[config.mk]
export PLATFORM = sky130hd
export DESIGN_NAME = sha256_stream_hasher_top
export DESIGN_NICKNAME = d
export VERILOG_FILES = /design/src/rtl/sha256_pkg.sv /design/src/rtl/sha256_dp.sv /design/src/rtl/sha256_ctrl.sv /design/src/rtl/sha256_stream_hasher_top.sv
export SDC_FILE = /design/constraint.sdc
export NUM_CORES = 2
export LEC_CHECK = 0
export BUFFER_PORTS_ARGS = -buffer_cell sky130_fd_sc_hd__buf_2
export CAP_MARGIN = 20
export CORE_ASPECT_RATIO = 1.75
export CORE_MARGIN = 3
export CORE_UTILIZATION = 35
export DETAILED_ROUTE_END_ITERATION = 12
export GPL_TIMING_DRIVEN = 0
export SLEW_MARGIN = 20
export SYNTH_ARGS = -nofsm -noshare
export SYNTH_HDL_FRONTEND = slang
export SYNTH_SLANG_ARGS = --single-unit
export TNS_END_PERCENT = 50
[constraint.sdc]
create_clock -name clk -period 20.9 [get_ports clk]
set_input_delay 3.135 -clock clk [delete_from_list [all_inputs] [get_ports clk]]
set_output_delay 3.135 -clock clk [all_outputs]
set_load 0.05 [all_outputs]
[src/rtl/sha256_pkg.sv]
`default_nettype none
package sha256_pkg;

  typedef struct packed {
    logic buf_wr;      // write byte into block buffer
    logic [7:0] buf_data;
    logic [5:0] buf_addr;
    logic init;        // reset chaining state
    logic load_w;      // start a block: copy chain into working vars
    logic fold;        // add working vars into chain
  } sha_cmd_t;

  typedef struct packed {
    logic rnd_done;
  } sha_sts_t;

  localparam logic [31:0] K [64] = '{
    32'h428a2f98, 32'h71374491, 32'hb5c0fbcf, 32'he9b5dba5, 32'h3956c25b,
    32'h59f111f1, 32'h923f82a4, 32'hab1c5ed5, 32'hd807aa98, 32'h12835b01,
    32'h243185be, 32'h550c7dc3, 32'h72be5d74, 32'h80deb1fe, 32'h9bdc06a7,
    32'hc19bf174, 32'he49b69c1, 32'hefbe4786, 32'h0fc19dc6, 32'h240ca1cc,
    32'h2de92c6f, 32'h4a7484aa, 32'h5cb0a9dc, 32'h76f988da, 32'h983e5152,
    32'ha831c66d, 32'hb00327c8, 32'hbf597fc7, 32'hc6e00bf3, 32'hd5a79147,
    32'h06ca6351, 32'h14292967, 32'h27b70a85, 32'h2e1b2138, 32'h4d2c6dfc,
    32'h53380d13, 32'h650a7354, 32'h766a0abb, 32'h81c2c92e, 32'h92722c85,
    32'ha2bfe8a1, 32'ha81a664b, 32'hc24b8b70, 32'hc76c51a3, 32'hd192e819,
    32'hd6990624, 32'hf40e3585, 32'h106aa070, 32'h19a4c116, 32'h1e376c08,
    32'h2748774c, 32'h34b0bcb5, 32'h391c0cb3, 32'h4ed8aa4a, 32'h5b9cca4f,
    32'h682e6ff3, 32'h748f82ee, 32'h78a5636f, 32'h84c87814, 32'h8cc70208,
    32'h90befffa, 32'ha4506ceb, 32'hbef9a3f7, 32'hc67178f2};

  localparam logic [31:0] H0 [8] = '{
    32'h6a09e667, 32'hbb67ae85, 32'h3c6ef372, 32'ha54ff53a,
    32'h510e527f, 32'h9b05688c, 32'h1f83d9ab, 32'h5be0cd19};

  localparam logic [7:0] PAD_BYTE = 8'h80;
  localparam logic [5:0] LEN_POS = 6'd56;

  function automatic logic [31:0] rotr(input logic [31:0] x, input int n);
    rotr = (x >> n) | (x << (32 - n));
  endfunction

endpackage
`default_nettype wire

[src/rtl/sha256_dp.sv]
`default_nettype none
module sha256_dp (
  input  wire logic                 clk,
  input  wire logic                 rst_n,
  input  wire sha256_pkg::sha_cmd_t cmd,
  output sha256_pkg::sha_sts_t      sts,
  output logic [255:0]              digest
);
  import sha256_pkg::*;

  logic [7:0]  mem [64];
  logic [31:0] h_r [8];
  logic [31:0] v_r [8];
  logic [31:0] w_r [16];   // message schedule window
  logic [6:0]  rcnt_r;     // round index 0..63
  logic [3:0]  ld_r;
  logic [31:0] rd_word;
  logic [7:0]  rd_b;
  logic [5:0]  rd_addr;
  logic        loading_r;
  logic [1:0]  bsel_r;
  logic [31:0] acc_r;
  logic        run_r;
  logic [31:0] t1, t2, s0, s1, wn, e, a;

  // bytes are read one a cycle: all 64 bytes are loaded, then 64 rounds run
  always_ff @(posedge clk) begin
    if (cmd.buf_wr) mem[cmd.buf_addr] <= cmd.buf_data;
    rd_b <= mem[rd_addr];
  end

  assign rd_addr = {ld_r, bsel_r};
  assign rd_word = {acc_r[23:0], rd_b};

  assign e  = v_r[4];
  assign a  = v_r[0];
  assign s0 = rotr(w_r[1], 7) ^ rotr(w_r[1], 18) ^ (w_r[1] >> 3);
  assign s1 = rotr(w_r[14], 17) ^ rotr(w_r[14], 19) ^ (w_r[14] >> 10);
  assign wn = s1 + w_r[9] + s0 + w_r[0];
  assign t1 = v_r[7] + (rotr(e, 6) ^ rotr(e, 11) ^ rotr(e, 25)) +
              ((e & v_r[5]) ^ (~e & v_r[6])) + K[rcnt_r[5:0]] + w_r[0];
  assign t2 = (rotr(a, 2) ^ rotr(a, 13) ^ rotr(a, 22)) +
              ((a & v_r[1]) ^ (a & v_r[2]) ^ (v_r[1] & v_r[2]));

  logic rd_v_r;
  always_ff @(posedge clk) begin
    if (!rst_n) begin
      loading_r <= 1'b0;
      run_r <= 1'b0;
      rd_v_r <= 1'b0;
      ld_r <= '0;
      bsel_r <= '0;
      rcnt_r <= '0;
    end else begin
      rd_v_r <= loading_r;
      if (cmd.load_w) begin
        loading_r <= 1'b1;
        ld_r <= '0;
        bsel_r <= '0;
        rcnt_r <= '0;
      end else if (loading_r) begin
        bsel_r <= bsel_r + 2'd1;
        if (bsel_r == 2'd3) begin
          ld_r <= ld_r + 4'd1;
          if (ld_r == 4'd15) loading_r <= 1'b0;
        end
      end
      if (rd_v_r && !loading_r) run_r <= 1'b1;
      if (run_r) begin
        rcnt_r <= rcnt_r + 7'd1;
        if (rcnt_r == 7'd63) run_r <= 1'b0;
      end
    end
  end

  logic [1:0] wcnt_r;
  always_ff @(posedge clk) begin
    if (cmd.load_w) wcnt_r <= '0;
    if (rd_v_r) begin
      acc_r <= rd_word;
      if (wcnt_r == 2'd3) begin
        for (int i = 0; i < 15; i++) w_r[i] <= w_r[i+1];
        w_r[15] <= rd_word;
      end
      wcnt_r <= wcnt_r + 2'd1;
    end
    if (cmd.load_w) for (int i = 0; i < 8; i++) v_r[i] <= h_r[i];
    if (run_r) begin
      for (int i = 0; i < 15; i++) w_r[i] <= w_r[i+1];
      w_r[15] <= wn;
      v_r[7] <= v_r[6]; v_r[6] <= v_r[5]; v_r[5] <= e; v_r[4] <= v_r[3] + t1;
      v_r[3] <= v_r[2]; v_r[2] <= v_r[1]; v_r[1] <= a; v_r[0] <= t1 + t2;
    end
    if (!rst_n || cmd.init) for (int i = 0; i < 8; i++) h_r[i] <= H0[i];
    else if (cmd.fold) for (int i = 0; i < 8; i++) h_r[i] <= h_r[i] + v_r[i];
  end

  assign sts.rnd_done = run_r && rcnt_r == 7'd63;
  assign digest = {h_r[0], h_r[1], h_r[2], h_r[3], h_r[4], h_r[5], h_r[6], h_r[7]};
endmodule
`default_nettype wire

[src/rtl/sha256_ctrl.sv]
`default_nettype none
module sha256_ctrl (
  input  wire logic                 clk,
  input  wire logic                 rst_n,
  input  wire logic                 in_fire,
  input  wire logic [7:0]           in_byte,
  input  wire logic                 in_present,
  input  wire logic                 in_last,
  output logic                      in_ready,
  output logic                      res_load,
  input  wire logic                 res_free,
  output sha256_pkg::sha_cmd_t      cmd,
  input  wire sha256_pkg::sha_sts_t sts
);
  import sha256_pkg::*;

  typedef enum logic [5:0] {
    S_IDLE = 6'b000001, S_RUN  = 6'b000010, S_FOLD = 6'b000100,
    S_PAD  = 6'b001000, S_LEN  = 6'b010000, S_OUT  = 6'b100000
  } state_t;

  state_t state_r, state_nxt;
  logic [5:0]  fill_r, fill_nxt;
  logic [63:0] bits_r, bits_nxt;
  logic        fin_r, fin_nxt;   // finishing message
  logic        padded_r, padded_nxt; // 0x80 already written
  logic        lenblk_r, lenblk_nxt; // final block being hashed

  assign in_ready = state_r == S_IDLE;

  always_comb begin
    state_nxt = state_r;
    fill_nxt = fill_r;
    bits_nxt = bits_r;
    fin_nxt = fin_r;
    padded_nxt = padded_r;
    lenblk_nxt = lenblk_r;
    cmd = '0;
    res_load = 1'b0;
    case (state_r)
      S_IDLE: begin
        if (in_fire) begin
          if (in_present) begin
            cmd.buf_wr = 1'b1;
            cmd.buf_addr = fill_r;
            cmd.buf_data = in_byte;
            fill_nxt = fill_r + 6'd1;
            bits_nxt = bits_r + 64'd8;
          end
          fin_nxt = in_last;
          if (in_present && fill_r == 6'd63) begin
            cmd.load_w = 1'b1;
            state_nxt = S_RUN;
          end else if (in_last) begin
            state_nxt = S_PAD;
          end
        end
      end
      S_RUN: if (sts.rnd_done) state_nxt = S_FOLD;
      S_FOLD: begin
        cmd.fold = 1'b1;
        if (lenblk_r) state_nxt = S_OUT;
        else if (fin_r) state_nxt = S_PAD;
        else state_nxt = S_IDLE;
      end
      S_PAD: begin
        // 0x80 once, then zeros, one byte a cycle
        cmd.buf_wr = 1'b1;
        cmd.buf_addr = fill_r;
        cmd.buf_data = padded_r ? 8'h00 : PAD_BYTE;
        padded_nxt = 1'b1;
        fill_nxt = fill_r + 6'd1;
        if (fill_r == 6'd63) begin
          cmd.load_w = 1'b1;
          state_nxt = S_RUN;
        end else if (fill_r == LEN_POS - 6'd1) begin
          state_nxt = S_LEN;
        end
      end
      S_LEN: begin
        cmd.buf_wr = 1'b1;
        cmd.buf_addr = fill_r;
        cmd.buf_data = bits_r[8*(7-fill_r[2:0]) +: 8];
        fill_nxt = fill_r + 6'd1;
        if (fill_r == 6'd63) begin
          cmd.load_w = 1'b1;
          lenblk_nxt = 1'b1;
          state_nxt = S_RUN;
        end
      end
      S_OUT: begin
        if (res_free) begin
          res_load = 1'b1;
          cmd.init = 1'b1;
          fill_nxt = '0;
          bits_nxt = '0;
          fin_nxt = 1'b0;
          padded_nxt = 1'b0;
          lenblk_nxt = 1'b0;
          state_nxt = S_IDLE;
        end
      end
      default: state_nxt = S_IDLE;
    endcase
  end

  always_ff @(posedge clk) begin
    if (!rst_n) begin
      state_r <= S_IDLE;
      fill_r <= '0;
      bits_r <= '0;
      fin_r <= 1'b0;
      padded_r <= 1'b0;
      lenblk_r <= 1'b0;
    end else begin
      state_r <= state_nxt;
      fill_r <= fill_nxt;
      bits_r <= bits_nxt;
      fin_r <= fin_nxt;
      padded_r <= padded_nxt;
      lenblk_r <= lenblk_nxt;
    end
  end
endmodule
`default_nettype wire

[src/rtl/sha256_stream_hasher_top.sv]
// sha-256 over a byte stream, one byte per word. a word with tlast ends the
// message; padding and length blocks follow and the 256-bit digest is shown on
// the out channel. input is taken only while idle; a byte that fills a block
// holds the input while its bytes are loaded as words, the rounds run and the
// chain is folded. finishing writes the padding and the length into one or two
// more blocks, each compressed in turn, then waits until the out port is free.
`default_nettype none
module sha256_stream_hasher_top (
  input  wire logic         clk,
  input  wire logic         rst_n,
  input  wire logic         in_tvalid,
  output logic              in_tready,
  input  wire logic [7:0]   in_tdata,   // data_byte
  input  wire logic         in_tuser,   // byte_present
  input  wire logic         in_tlast,   // last_item
  output logic              out_tvalid,
  input  wire logic         out_tready,
  output logic [255:0]      out_tdata   // digest_part0..3 from low bits up
);
  import sha256_pkg::*;

  sha_cmd_t cmd;
  sha_sts_t sts;
  logic [255:0] digest;
  logic res_load, in_fire, res_free;

  assign in_fire = in_tvalid && in_tready;
  assign res_free = !out_tvalid || out_tready;

  sha256_ctrl u_ctrl (
    .clk, .rst_n, .in_fire, .in_byte(in_tdata), .in_present(in_tuser),
    .in_last(in_tlast), .in_ready(in_tready), .res_load, .res_free,
    .cmd, .sts
  );

  sha256_dp u_dp (.clk, .rst_n, .cmd, .sts, .digest);

  always_ff @(posedge clk) begin
    if (!rst_n) begin
      out_tvalid <= 1'b0;
    end else if (res_load) begin
      out_tvalid <= 1'b1;
    end else if (out_tready) begin
      out_tvalid <= 1'b0;
    end
    if (res_load) out_tdata <= {digest[63:0], digest[127:64], digest[191:128],
                                digest[255:192]};
  end
endmodule
`default_nettype wire

==> flow_summary.yaml <==
clock_tree:
  cts-buffers-inserted: 188
  postCtsSetupBuffers: 0
  cts-resized-gates: 0
  cts_buffer_depth: 4
  cts_tree: "built"
  clk_pin_slew_worst_paths_ns: 0.08
  cts.sink_count: 1919
  cts_root_buffer: "sky130_fd_sc_hd__clkbuf_16"
  cts.htree.levels: 4
  postCtsHoldBufs: 0
  clk-insertion-delay-late_ns: 0.87
logic_synthesis:
  adder_cell_area_share_of_the_yosys_netlist_pct: 9.49
  synth_seq_cells: 1919
  synth_fp_nets: 7566
  ys.warnings.count: 0
  portion_of_the_post_synthesis_area_used_by_sequential_elements_pct: 59.2
  synth_edf_count: 1818
  synthDistinctLibCells: 97
  post_synthesis_mux_area_share_pct: 7.75
  dominant_combinational_cell_family_by_area_after_synthesis: "adder cells"
  synthArstFlopShare_pct: 0
  syn-instance-count: 6962
  synth-compound-area-share_pct: 8.33
  synth_xor_area_share_pct: 5.66
  synth_simple_gate_area_share_pct: 7.11
  synthesis.area_mm2: 0.0956
  synth.avg_cell_area_um2: 13.7
  postSynth.topFlopCell: "sky130_fd_sc_hd__edfxtp_1"
global_route:
  antenna_found_initial: 17
  gr-total-overflow: 0
  groute.usage.overall_pct: 22.4
  grt_pass1_vias: 62300
  grt_first_pass_wirelength_um: 452000
  grt_start_max_net_pins: 68
die:
  die_height_um: 697
  core_area_mm2: 0.272
  starting_density_of_the_core_pct: 35.2
  row_count: 253
  dieArea_mm2: 0.280
  total_i_o_pin_count: 272
  die_width_um: 401
worst_setup_path:
  worst-path-max-fanout: 13
  worst_path_most_repeated_cell: "sky130_fd_sc_hd__nor2_1"
  path_class: "reg2reg"
  end_kind: "flip-flop"
  reg2reg_depth: 35
  startpoint_type: "flip-flop"
  critical-path-max-stage-delay_ns: 0.99
  critical-path-slowest-cell: "sky130_fd_sc_hd__o41ai_1"
  timing.critical_path.required_ns: 21.48
  worst-endpoint-arrival_ns: 13.99
power_and_ir_drop:
  p_int_mw: 6.25
  share_clk_of_total_power_pct: 42.3
  power.leakage_nw: 37.6
  share_of_total_power_in_combinational_logic_pct: 4.4
  sw_share_pct: 22.0
  vdd_drop_max_v: 0.0000620
  p_sw_mw: 1.76
  power.density_mw_per_mm2: 73.6
  sequential_fraction_of_design_power_pct: 53.3
sta:
  fin_crit_ns: 13.41
  max_clock_freq_ghz: 0.0746
  finalHoldViolations: 0
  rsz0062_at_grt: "false"
  setup_tns_ns: 0
  maxSlewHeadroom_pct: 13.8
  slew_viol_final: 0
  min_period_over_period_pct: 64.2
  tightest_slew_ns: 1.29
  finalClockSkew_ns: 0.0919
  total_setup_violations_reported_at_the_end_of_the_flow: 0
routing:
  detailroute.via_count: 60600
  drc: 0
  detailedRoute.firstIterationViolations: 5115
  drtAntennaViolNets: 0
  drt_wl_total_um: 321000
  drt_pass1_iterations: 7
  vias_per_cell: 5.41
  routedWlPerCell_um: 28.7
cells_and_area:
  final_layout_size_suffix_gt1_share_pct: 15.0
  num-nets-final: 8078
  num-fill-cells: 25400
  area_growth_syn_to_layout_pct: 13.8
  finalNonFillerCells: 11200
min_path:
  hold_class: "reg2reg"
  whs_path_depth: 0
placed_design:
  routabilityCongestion: 0.975
  dp_cells: 10900
  post-dp-hpwl_um: 248000
  placement.io_buffers: 271
job:
  drv.max_cap_violation_count: 0
run_status:
  status: "finished clean"
==> through the flow <==
stage          total power [mW]  setup WS (ns)  cell area [um^2]  utilization, %  hold WS [ns]
6_report                   8.01           7.49            109000            40.1         0.412
5_1_grt                    8.26           7.32            109000            40.1         0.402
4_1_cts                    8.10           7.47            109000            40.1         0.414
3_5_place_dp               4.70           7.51            103000            37.9         0.405
3_3_place_gp               4.69          -8.33            101000            37.4         0.400
2_1_floorplan              4.56           4.17             95600               -         0.400
==> state kept, by name, summed over array words and instances (netlist names), 2 cells and up <==
signal          cells
u_ctrl.state_r      6
u_dp.ld_r           4
u_dp.acc_r         24
u_dp.rcnt_r         7
u_dp.wcnt_r         2
out_tdata         256
u_dp.h_r          256
u_ctrl.bits_r      61
u_dp.bsel_r         2
u_dp.rd_b           8
u_dp.mem          512
u_dp.v_r          256
u_ctrl.fill_r       6
u_dp.w_r          512
==> synth_stat cells, drive strengths merged, types with 16 or more instances <==
library cell / n / area [um^2]
nor2: 525 / 1980
a211oi: 57 / 433
xor2: 223 / 1950
edfxtp: 1818 / 54600
a21oi: 334 / 1670
buf: 45 / 183
dfxtp: 101 / 2020
ha: 395 / 4940
clkbuf: 210 / 788
nand3: 109 / 546
or2: 27 / 171
nor2b: 57 / 357
mux4: 185 / 4170
nor3: 92 / 488
a21o: 159 / 1190
o21a: 77 / 578
inv: 365 / 1370
o21bai: 45 / 338
nand2b: 65 / 407
and3: 48 / 305
and2: 20 / 125
or3: 29 / 181
o31ai: 28 / 210
o211ai: 18 / 135
o21ai: 307 / 1540
a21boi: 16 / 120
mux2: 266 / 3000
a31oi: 40 / 250
maj3: 23 / 230
fa: 195 / 3900
nand2: 400 / 1520
mux2i: 25 / 250
nand4: 39 / 244
xnor2: 395 / 3460
==> per-layer routing <==
layer / GRT usage [%] / share of wire [%] / vias to the layer above
met3: 3.37 / 5.2 / 783
met4: 15.4 / 8.1 / 4
met1: 25.0 / 37 / 30800
li1: - / - / 26900
met2: 39.3 / 50 / 2136
met5: 0 / 0.0084 / -
==> kinds of logic (layout without fill, tap and decap cells) <==
| family | Yosys count | after routing |
|---|---|---|
| buffers and inverters | 622 | 1268 |
| adder cells (fa/ha/maj) | 613 | 613 |
| XOR/XNOR | 618 | 618 |
| flip-flops | 1919 | 1919 |
| AO/OA/AOI/OAI | 1243 | 1243 |
| AND/OR/NAND/NOR | 1471 | 1471 |
| multiplexers | 476 | 476 |
| other | 0 | 9 |
==> path summary, 6_finish.rpt <==
| kind | startpoint | end | slack, ns |
|---|---|---|---|
| setup / recovery | u_dp.rcnt_r[1]$_SDFFE_PN0P_ | u_dp.v_r[4][31]$_DFFE_PP_ | 7.49 |
| setup reg to reg | u_dp.rcnt_r[1]$_SDFFE_PN0P_ | u_dp.v_r[4][31]$_DFFE_PP_ | 7.49 |
| hold reg to reg | u_dp.w_r[0][486]$_DFFE_PP_ | u_dp.w_r[0][454]$_DFFE_PP_ | 0.41 |
| hold / removal | u_dp.w_r[0][486]$_DFFE_PP_ | u_dp.w_r[0][454]$_DFFE_PP_ | 0.41 |
==> layout make-up <==
| class | count | area (um^2) | share of cell area [%] |
|---|---|---|---|
| clock buffer | 221 | 4850 | 4.46 |
| clock inverter | 103 | 1060 | 0.976 |
| timing repair buffer | 322 | 2600 | 2.39 |
| antenna | 9 | 22.5 | 0.0207 |
| sequential | 1919 | 56600 | 52.0 |
| multi-input combinational | 4421 | 36800 | 33.9 |
| tap | 3570 | 4470 | 4.10 |
| buffer | 255 | 991 | 0.910 |
| inverter | 367 | 1390 | 1.28 |
==> cell usage in the layout, fill, tap and decap left out, drive strengths merged, types with 185 or more instances in the layout <==
cell type  count
nor2         525
xor2         223
a21oi        334
nand2        400
inv          373
fa           195
edfxtp      1818
buf          366
clkbuf       432
mux2         266
ha           395
xnor2        395
o21ai        307
mux4         185
==> worst max-delay path: cells and delay by family (launching register included) <==
kind	cells	cell delay (ns)
compound gates	12	4.89
buf+inv	5	2.29
mux	1	0.30
simple gates	8	1.14
fa+ha+maj	6	2.80
flops	1	0.61
xor+xnor	3	1.06
==> power by group through the flow <==
| stage | Combinational, mW | Clock, mW | Sequential [mW] |
|---|---|---|---|
| 6_report | 0.354 | 3.39 | 4.27 |
| 5_1_grt | 0.382 | 3.61 | 4.27 |
| 4_1_cts | 0.353 | 3.48 | 4.27 |
| 3_5_place_dp | 0.351 | 0 | 4.35 |
| 3_3_place_gp | 0.306 | 0 | 4.38 |
| 2_1_floorplan | 0.213 | 0 | 4.35 |
Power figures use the tool's default switching activity.
